### config.mk
export PLATFORM = sky130hd
export DESIGN_NAME = epoch_to_calendar
export DESIGN_NICKNAME = d
export VERILOG_FILES = /design/src/hw/rtl/e2c_pkg.sv /design/src/hw/rtl/epoch_to_calendar.sv /design/src/hw/rtl/e2c_ctrl.sv /design/src/hw/rtl/e2c_datapath.sv
export SDC_FILE = /design/constraint.sdc
export NUM_CORES = 1
export LEC_CHECK = 0
export BUFFER_PORTS_ARGS = -buffer_cell sky130_fd_sc_hd__buf_2
export CAP_MARGIN = 20
export CORE_UTILIZATION = 59
export CTS_CLUSTER_SIZE = 10
export DETAILED_ROUTE_END_ITERATION = 16
export PLACE_DENSITY = 0.79
export SYNTH_ARGS = -nofsm -noshare
export SYNTH_HDL_FRONTEND = slang
export SYNTH_HIERARCHICAL = 1
export SYNTH_SLANG_ARGS = --single-unit
### constraint.sdc
create_clock -name clock -period 6.9 [get_ports clock]
set_input_delay 0 -clock clock [delete_from_list [all_inputs] [get_ports clock]]
set_output_delay 0 -clock clock [all_outputs]
set_load 0.05 [all_outputs]
### src/hw/rtl/e2c_pkg.sv
// Shared types and constants for the epoch-to-calendar converter.
// Used by e2c_ctrl, e2c_datapath and the top level; no dependencies.
`default_nettype none

package e2c_pkg;

   localparam int unsigned EPOCH_W   = 32;
   localparam int unsigned DAYS_W    = 16;
   localparam int unsigned STEP_W    = 1;
   localparam int unsigned YEAR_W    = 12;

   localparam logic [EPOCH_W-1:0] SECS_PER_DAY  = 32'd86400;
   localparam logic [EPOCH_W-1:0] SECS_PER_HOUR = 32'd3600;
   localparam logic [EPOCH_W-1:0] SECS_PER_MIN  = 32'd60;

   // Each split takes two steps: quotient first, then the remainder.
   localparam logic [STEP_W-1:0] DIV_STEPS_M1  = 1'b1;

   // Reciprocals for the quotients. The dividend drops the divisor's power of two
   // first; rounding up keeps the truncated product exact over each dividend's range.
   localparam logic [25:0] DAY_RECIP  = 26'd50903317;  // 2^35 / 675
   localparam logic [13:0] HOUR_RECIP = 14'd9321;      // 2^21 / 225
   localparam logic [10:0] MIN_RECIP  = 11'd1093;      // 2^14 / 15

   localparam logic [YEAR_W-1:0] BASE_YEAR     = 12'd1970;
   localparam logic [1:0]        BASE_MOD4     = 2'd2;
   localparam logic [6:0]        BASE_MOD100   = 7'd70;
   localparam logic [8:0]        BASE_MOD400   = 9'd370;
   localparam logic [4:0]        BASE_CENTURY  = 5'd20;
   localparam logic [6:0]        LAST_MOD100   = 7'd99;
   localparam logic [8:0]        LAST_MOD400   = 9'd399;

   localparam logic [3:0] MON_JAN = 4'd0;
   localparam logic [3:0] MON_FEB = 4'd1;
   localparam logic [3:0] MON_DEC = 4'd11;

   typedef struct packed {
      logic load;
      logic day_step;
      logic hour_step;
      logic min_step;
      logic year_step;
      logic month_step;
   } e2c_cmd_type;

   typedef struct packed {
      logic step_last;
      logic year_end;
      logic month_end;
   } e2c_status_type;

   function automatic logic [4:0] month_days(input logic [3:0] mon, input logic leap);
      logic [4:0] len;
      case (mon)
         MON_JAN: len = 5'd31;
         MON_FEB: len = leap ? 5'd29 : 5'd28;
         4'd2:    len = 5'd31;
         4'd3:    len = 5'd30;
         4'd4:    len = 5'd31;
         4'd5:    len = 5'd30;
         4'd6:    len = 5'd31;
         4'd7:    len = 5'd31;
         4'd8:    len = 5'd30;
         4'd9:    len = 5'd31;
         4'd10:   len = 5'd30;
         MON_DEC: len = 5'd31;
         default: len = 5'd31;
      endcase
      return len;
   endfunction

endpackage

`default_nettype wire

### src/hw/rtl/epoch_to_calendar.sv
// Top level of the epoch-to-calendar converter: controller plus datapath.
// Depends on e2c_pkg, e2c_ctrl and e2c_datapath.
//
// Converts a 32-bit count of seconds since 1970-01-01 00:00:00 into Gregorian
// second, minute, hour, day, month, year and century. Pulse start while busy is
// low; busy rises the next cycle and stays high through the conversion. The
// result beat appears on the rsp_ ports for one cycle, marked by rsp_valid, and
// cannot be held off, so capture it then. After the accepting edge, the day, hour
// and minute splits each take a reciprocal multiply for the quotient and then a
// multiply-subtract for the remainder. Then comes the walk of one year and then
// one month a cycle, over Y = whole years past 1970 (0..136) and M = whole months
// past January (0..11).
// A new start is taken in the same cycle as the result beat.
`default_nettype none

module epoch_to_calendar (
   input  wire logic        clock,
   input  wire logic        reset,
   input  wire logic        start,
   output logic             busy,
   input  wire logic [31:0] req_epoch_seconds,
   output logic             rsp_valid,
   output logic [5:0]       rsp_second_of_minute,
   output logic [5:0]       rsp_minute_of_hour,
   output logic [4:0]       rsp_hour_of_day,
   output logic [4:0]       rsp_day_of_month,
   output logic [3:0]       rsp_month_of_year,
   output logic [11:0]      rsp_full_year,
   output logic [4:0]       rsp_century_number
);
   import e2c_pkg::*;

   e2c_cmd_type    cmd;
   e2c_status_type status;

   e2c_ctrl u_ctrl (
      .clock  (clock),
      .reset  (reset),
      .start  (start),
      .status (status),
      .cmd    (cmd),
      .busy   (busy),
      .done   (rsp_valid)
   );

   e2c_datapath u_datapath (
      .clock             (clock),
      .cmd               (cmd),
      .req_epoch_seconds (req_epoch_seconds),
      .status            (status),
      .second_of_minute  (rsp_second_of_minute),
      .minute_of_hour    (rsp_minute_of_hour),
      .hour_of_day       (rsp_hour_of_day),
      .day_of_month      (rsp_day_of_month),
      .month_of_year     (rsp_month_of_year),
      .full_year         (rsp_full_year),
      .century_number    (rsp_century_number)
   );

endmodule

`default_nettype wire

### src/hw/rtl/e2c_ctrl.sv
// Sequencer for the epoch-to-calendar converter: walks the division, year and month phases.
// Depends on e2c_pkg; drives e2c_datapath through command and status structs.
`default_nettype none

module e2c_ctrl (
   input  wire logic                    clock,
   input  wire logic                    reset,
   input  wire logic                    start,
   input  wire e2c_pkg::e2c_status_type status,
   output e2c_pkg::e2c_cmd_type         cmd,
   output logic                         busy,
   output logic                         done
);
   import e2c_pkg::*;

   typedef enum logic [5:0] {
      ST_IDLE  = 6'b000001,
      ST_DAY   = 6'b000010,
      ST_HOUR  = 6'b000100,
      ST_MIN   = 6'b001000,
      ST_YEAR  = 6'b010000,
      ST_MONTH = 6'b100000
   } state_type;

   state_type state_ff, state_in;
   logic      done_ff, done_in;

   always_comb begin
      state_in = state_ff;
      done_in  = 1'b0;
      cmd      = '0;
      case (state_ff)
         ST_IDLE: begin
            if (start) begin
               cmd.load = 1'b1;
               state_in = ST_DAY;
            end
         end
         ST_DAY: begin
            cmd.day_step = 1'b1;
            if (status.step_last) state_in = ST_HOUR;
         end
         ST_HOUR: begin
            cmd.hour_step = 1'b1;
            if (status.step_last) state_in = ST_MIN;
         end
         ST_MIN: begin
            cmd.min_step = 1'b1;
            if (status.step_last) state_in = ST_YEAR;
         end
         ST_YEAR: begin
            cmd.year_step = 1'b1;
            if (status.year_end) state_in = ST_MONTH;
         end
         ST_MONTH: begin
            cmd.month_step = 1'b1;
            if (status.month_end) begin
               state_in = ST_IDLE;
               done_in  = 1'b1;
            end
         end
         default: state_in = ST_IDLE;
      endcase
   end

   always_ff @(posedge clock) begin
      if (reset) begin
         state_ff <= ST_IDLE;
         done_ff  <= 1'b0;
      end else begin
         state_ff <= state_in;
         done_ff  <= done_in;
      end
   end

   assign busy = (state_ff != ST_IDLE);
   assign done = done_ff;

endmodule

`default_nettype wire

### src/hw/rtl/e2c_datapath.sv
// Datapath of the epoch-to-calendar converter: reciprocal dividers, year and month walk.
// Depends on e2c_pkg; steered by e2c_ctrl.
`default_nettype none

module e2c_datapath (
   input  wire logic                    clock,
   input  wire e2c_pkg::e2c_cmd_type    cmd,
   input  wire logic [31:0]             req_epoch_seconds,
   output e2c_pkg::e2c_status_type      status,
   output logic [5:0]                   second_of_minute,
   output logic [5:0]                   minute_of_hour,
   output logic [4:0]                   hour_of_day,
   output logic [4:0]                   day_of_month,
   output logic [3:0]                   month_of_year,
   output logic [11:0]                  full_year,
   output logic [4:0]                   century_number
);
   import e2c_pkg::*;

   logic [EPOCH_W-1:0] rem_ff;
   logic [DAYS_W-1:0]  days_ff;
   logic [STEP_W-1:0]  step_ff;
   logic [4:0]         hour_ff;
   logic [5:0]         minute_ff;
   logic [YEAR_W-1:0]  year_ff;
   logic [1:0]         mod4_ff;
   logic [6:0]         mod100_ff;
   logic [8:0]         mod400_ff;
   logic [4:0]         century_ff;
   logic [3:0]         mon_ff;

   logic [50:0]        day_prod;
   logic [26:0]        hour_prod;
   logic [20:0]        min_prod;
   logic [EPOCH_W-1:0] taken;
   logic               leap;
   logic [8:0]         year_len;
   logic [4:0]         mon_len;

   // drop the divisor's power of two, then multiply by the reciprocal of the odd part
   assign day_prod  = {26'd0, rem_ff[31:7]} * {25'd0, DAY_RECIP};
   assign hour_prod = {14'd0, rem_ff[16:4]} * {13'd0, HOUR_RECIP};
   assign min_prod  = {11'd0, rem_ff[11:2]} * {10'd0, MIN_RECIP};

   always_comb begin
      taken = {26'd0, minute_ff} * SECS_PER_MIN;
      if (cmd.day_step)       taken = {16'd0, days_ff} * SECS_PER_DAY;
      else if (cmd.hour_step) taken = {27'd0, hour_ff} * SECS_PER_HOUR;
   end

   assign leap     = ((mod4_ff == 2'd0) && (mod100_ff != 7'd0)) || (mod400_ff == 9'd0);
   assign year_len = leap ? 9'd366 : 9'd365;
   assign mon_len  = month_days(mon_ff, leap);

   assign status.step_last = (step_ff == '0);
   assign status.year_end  = (days_ff < {7'd0, year_len});
   assign status.month_end = (mon_ff == MON_DEC) || (days_ff < {11'd0, mon_len});

   always_ff @(posedge clock) begin
      if (cmd.load) begin
         rem_ff     <= req_epoch_seconds;
         days_ff    <= '0;
         step_ff    <= DIV_STEPS_M1;
         hour_ff    <= '0;
         minute_ff  <= '0;
         year_ff    <= BASE_YEAR;
         mod4_ff    <= BASE_MOD4;
         mod100_ff  <= BASE_MOD100;
         mod400_ff  <= BASE_MOD400;
         century_ff <= BASE_CENTURY;
         mon_ff     <= MON_JAN;
      end
      if (cmd.day_step || cmd.hour_step || cmd.min_step) begin
         if (step_ff != '0) begin
            // keep the integer part of the reciprocal product as the quotient
            if (cmd.day_step)  days_ff   <= day_prod[50:35];
            if (cmd.hour_step) hour_ff   <= hour_prod[25:21];
            if (cmd.min_step)  minute_ff <= min_prod[19:14];
            step_ff <= step_ff - 1'b1;
         end else begin
            // strip the quotient from the remainder and rearm for the next split
            rem_ff  <= rem_ff - taken;
            step_ff <= DIV_STEPS_M1;
         end
      end
      if (cmd.year_step && !status.year_end) begin
         days_ff   <= days_ff - {7'd0, year_len};
         year_ff   <= year_ff + 12'd1;
         mod4_ff   <= mod4_ff + 2'd1;
         mod100_ff <= (mod100_ff == LAST_MOD100) ? 7'd0 : mod100_ff + 7'd1;
         mod400_ff <= (mod400_ff == LAST_MOD400) ? 9'd0 : mod400_ff + 9'd1;
         // century advances on entering a year that is one past a multiple of 100
         if (mod100_ff == 7'd0) century_ff <= century_ff + 5'd1;
      end
      if (cmd.month_step && !status.month_end) begin
         days_ff <= days_ff - {11'd0, mon_len};
         mon_ff  <= mon_ff + 4'd1;
      end
   end

   assign second_of_minute = rem_ff[5:0];
   assign minute_of_hour   = minute_ff;
   assign hour_of_day      = hour_ff;
   assign day_of_month     = days_ff[4:0] + 5'd1;
   assign month_of_year    = mon_ff + 4'd1;
   assign full_year        = year_ff;
   assign century_number   = century_ff;

endmodule

`default_nettype wire

==> results.py <==
metrics = {
    "logic_synthesis": {
        "synth_nets": 3419,
        "synth_cells": 2562,
        "synth_xor_area_share_pct": 4.34,
        "synth_compound_area_share_pct": 11.9,
        "synthMuxAreaShare_pct": 1.59,
        "synth-seq-area-share_pct": 10.6,
        "ys_types": 80,
        "synth_area_um2": 23400,
        "synth_top_family_by_area": "adder cells",
        "synth-simple-area-share_pct": 9.07,
        "yosysTopAreaCell": "ha_1",
        "synth_edf_count": 37,
        "async_flop_share_pct": 0,
        "synth_top_area_share_pct": 29.8,
        "synth_seq_cells": 106,
        "synthTopCellsByArea": "ha_1, fa_1, inv_1",
        "synth_ff_type": "dfxtp_1",
        "avgSynthCellArea_um2": 9.14,
        "synth_fa_ha_area_share_pct": 52.4,
        "ys.warnings.count": 6,
    },
    "cells_and_area": {
        "final_cells": 3230,
        "fin_util_pct": 65.4,
        "diodes": 0,
        "syn_to_final_growth_pct": 8.74,
        "drive_gt1_share_pct": 8.04,
        "nNetsFinal": 3564,
    },
    "clock_tree": {
        "cts_max_level": 3,
        "clock-root-buffer": "clkbuf_16",
        "clock-sinks": 106,
        "clock_path_buffers": 2,
        "clk_pin_slew_worst_paths_ps": 90,
        "cts-buffers-inserted": 9,
        "cts_tree": "yes",
        "clock_latency_ps": 390,
    },
    "floorplan": {
        "ios": 80,
        "coreArea_um2": 38900,
        "fp.dieH_um": 201,
        "die_area_um2": 40500,
        "start_util_pct": 60.1,
        "core.rowCount": 72,
        "die_w_um": 201,
    },
    "worst_setup_path": {
        "cp-end-kind": "register",
        "critPathMaxFanout": 5,
        "cp_common_cell": "fa_1",
        "arrival_ps": 7010,
        "worst-r2r-cell-count": 22,
        "startpoint_type": "register",
        "crit_chain": "fa_1 -> ha_1 -> fa_1 -> fa_1 -> inv_1 -> fa_1 -> inv_1 -> fa_1 -> inv_1 -> fa_1 -> inv_1 -> ha_1 -> nand2_1 -> or3_4 -> or4b_2 -> o211ai_1 -> a21oi_1 -> buf_4 -> nor3_4 -> a221oi_1 -> xnor2_1 -> a22o_1",
        "critPathMaxStageDelay_ps": 620,
        "ff2ff_setup_slack_ps": 170,
        "crit_slowest_cell": "or4b_2",
        "path_class": "reg -> reg",
        "required_ps": 7190,
        "r2r_start": "u_datapath/rem_ff[24]",
        "r2r_end": "u_datapath/days_ff[12]",
    },
    "routing": {
        "drc": 0,
        "vias": 18700,
        "post_drt_wl_per_cell_um": 19.4,
        "routed_wl_um": 62600,
        "antenna_left": 0,
        "avgViaCountPerCell": 5.79,
        "first_pass_iters": 5,
        "drtIter0Drc": 1104,
    },
    "timing": {
        "drv_slew": 0,
        "period_share_pct": 97.5,
        "slew_headroom_pct": 37.3,
        "fin_ws_ps": 174,
        "period_needed_ps": 6730,
        "finClkSkew_ps": 10.2,
        "finalSetupViolations": 0,
        "rsz0062_at_grt": "true",
        "tightest_slew_ps": 939,
        "holdWs_ps": 29.6,
        "hold_viol_final": 0,
        "max_freq_mhz": 149,
    },
    "hold_path": {
        "hp-start": "req_epoch_seconds[20]",
        "holdPathEnd": "u_datapath/rem_ff[20]",
        "worstHoldPathType": "in -> reg",
        "hold_depth": 3,
    },
    "outcome": {
        "status": "finished, final reports clean",
    },
    "global_route": {
        "groute.usage.overall_pct": 31.9,
        "grt_pass1_vias": 19300,
        "grt_pass1_wl_um": 101000,
        "gr-total-overflow": 0,
        "grt_max_degree": 53,
        "antenna_found_initial": 1,
    },
    "placement": {
        "gp_congestion": 0.962,
        "dp_slack_ps": 139,
        "hpwl_um": 52400,
        "port_buffers": 79,
        "post-place-cells": 3187,
    },
    "job": {
        "cap_violations": 0,
    },
}
==> synthesized netlist by cell type, types with 11 or more instances <==
cell type  count
a21o_1        59
mux2i_1       36
nor2_1        97
xnor2_1       70
and3_1        20
nand2b_1      14
dfxtp_1       69
nor2b_1       19
o21bai_1      15
nand4_1       18
nand3_1       48
ha_1         558
edfxtp_1      37
o21ai_0      106
a211oi_1      11
nor3_1        25
inv_1        575
a21oi_1      113
xor2_1        46
clkbuf_1      32
nand2_1      133
o21a_1        13
a31oi_1       13
fa_1         264
==> cell usage in the layout (no fill, tap or decap), types with 6 or more instances in the layout <==
| cell | synthesis | routed |
|---|---|---|
| inv_1 | 575 | 574 |
| ha_1 | 558 | 554 |
| fa_1 | 264 | 264 |
| nand2_1 | 133 | 133 |
| a21oi_1 | 113 | 113 |
| o21ai_0 | 106 | 106 |
| nor2_1 | 97 | 96 |
| buf_2 | 2 | 79 |
| xnor2_1 | 70 | 70 |
| buf_4 | 7 | 69 |
| dfxtp_1 | 69 | 60 |
| a21o_1 | 59 | 59 |
| nand3_1 | 48 | 48 |
| xor2_1 | 46 | 46 |
| edfxtp_1 | 37 | 37 |
| mux2i_1 | 36 | 36 |
| dlygate4sd3_1 | 0 | 27 |
| nor3_1 | 25 | 25 |
| and3_1 | 20 | 20 |
| nor2b_1 | 19 | 18 |
| nand4_1 | 18 | 18 |
| o21bai_1 | 15 | 15 |
| nand2b_1 | 14 | 14 |
| o21a_1 | 13 | 13 |
| a31oi_1 | 13 | 13 |
| a211oi_1 | 11 | 11 |
| o211ai_1 | 10 | 10 |
| or2_2 | 10 | 10 |
| clkbuf_16 | 0 | 9 |
| dfxtp_2 | 0 | 9 |
| a221oi_1 | 9 | 8 |
| and2_1 | 6 | 6 |
| a22oi_1 | 6 | 6 |
| and4_1 | 6 | 6 |
| o31ai_1 | 6 | 6 |
| o211a_1 | 6 | 6 |
==> sequential cells by signal, indices dropped and copies added, names as in the netlist, 5 cells and up <==
name and count:
u_datapath/rem_ff 32, u_datapath/days_ff 16, u_datapath/full_year 12, u_datapath/mod400_ff 9, u_datapath/mod100_ff 7, u_ctrl/state_ff 6, u_datapath/minute_of_hour 6, u_datapath/century_number 5
u_datapath/hour_of_day 5
==> per-layer routing <==
metal  up-vias  track usage (%)  wire, um
met5         -                0         0
li1       8816                -         -
met4         0             10.3      1970
met3       140             5.26      3690
met2       567             53.4     29800
met1      9172             42.1     27200
==> worst max-delay path, delay by kind of cell, from the launching register on <==
kind | cells | cell delay (ps)
adders and majority gates | 8 | 3810
AOI/OAI and AO/OA | 4 | 580
DFF | 1 | 490
and+or+nand+nor | 4 | 1200
xor gates and xnor gates | 1 | 140
buffers and inverters | 5 | 380
==> through the flow <==
step	TNS [ps]	cell area (um^2)
6_report	0	25400
5_1_grt	-4.32	25400
4_1_cts	0	25400
3_5_place_dp	0	24800
3_3_place_gp	0	24800
2_1_floorplan	0	23400
==> kinds of logic after synthesis <==
logic type,Yosys count
xor+xnor,116
buf+inv,619
mux,37
flops,106
simple gates,433
compound gates,429
fa+ha+maj,822
==> worst max path at each step <==
stage / start / slack [ps] / cells past startpoint / to
after floorplan: u_datapath/days_ff[1] / 490 / 28 / u_datapath/rem_ff[31]
after global placement: u_datapath/rem_ff[20] / 260 / 22 / u_datapath/days_ff[12]
after detailed placement: u_datapath/rem_ff[28] / 140 / 23 / u_datapath/days_ff[12]
after CTS: u_datapath/rem_ff[28] / 120 / 23 / u_datapath/days_ff[12]
after global routing: u_datapath/rem_ff[12] / -4 / 25 / u_datapath/days_ff[12]
final: u_datapath/rem_ff[24] / 170 / 22 / u_datapath/days_ff[12]
==> cell type report <==
| type | instances | area [um^2] |
|---|---|---|
| repair buffers | 177 | 1210 |
| flip-flops and latches | 106 | 2500 |
| well taps | 518 | 648 |
| clock inverters | 7 | 81.3 |
| inverters | 576 | 2160 |
| multi-input cells | 1837 | 18600 |
| clock buffers | 9 | 225 |
| fillers | 3229 | 13500 |
==> what timing repair did <==
| item | in CTS | in global routing |
|---|---|---|
| setup buffers | 0 | 0 |
| endpoints found under the setup margin | 0 | 12 |
| gates resized for setup | 0 | 20 |
| endpoints found under the hold margin | 32 | 0 |
| hold buffers | 27 | 0 |
Power is left out: the tool's default activity adds up to more than one toggle a clock period on the data nets, which glitch-free logic cannot reach.
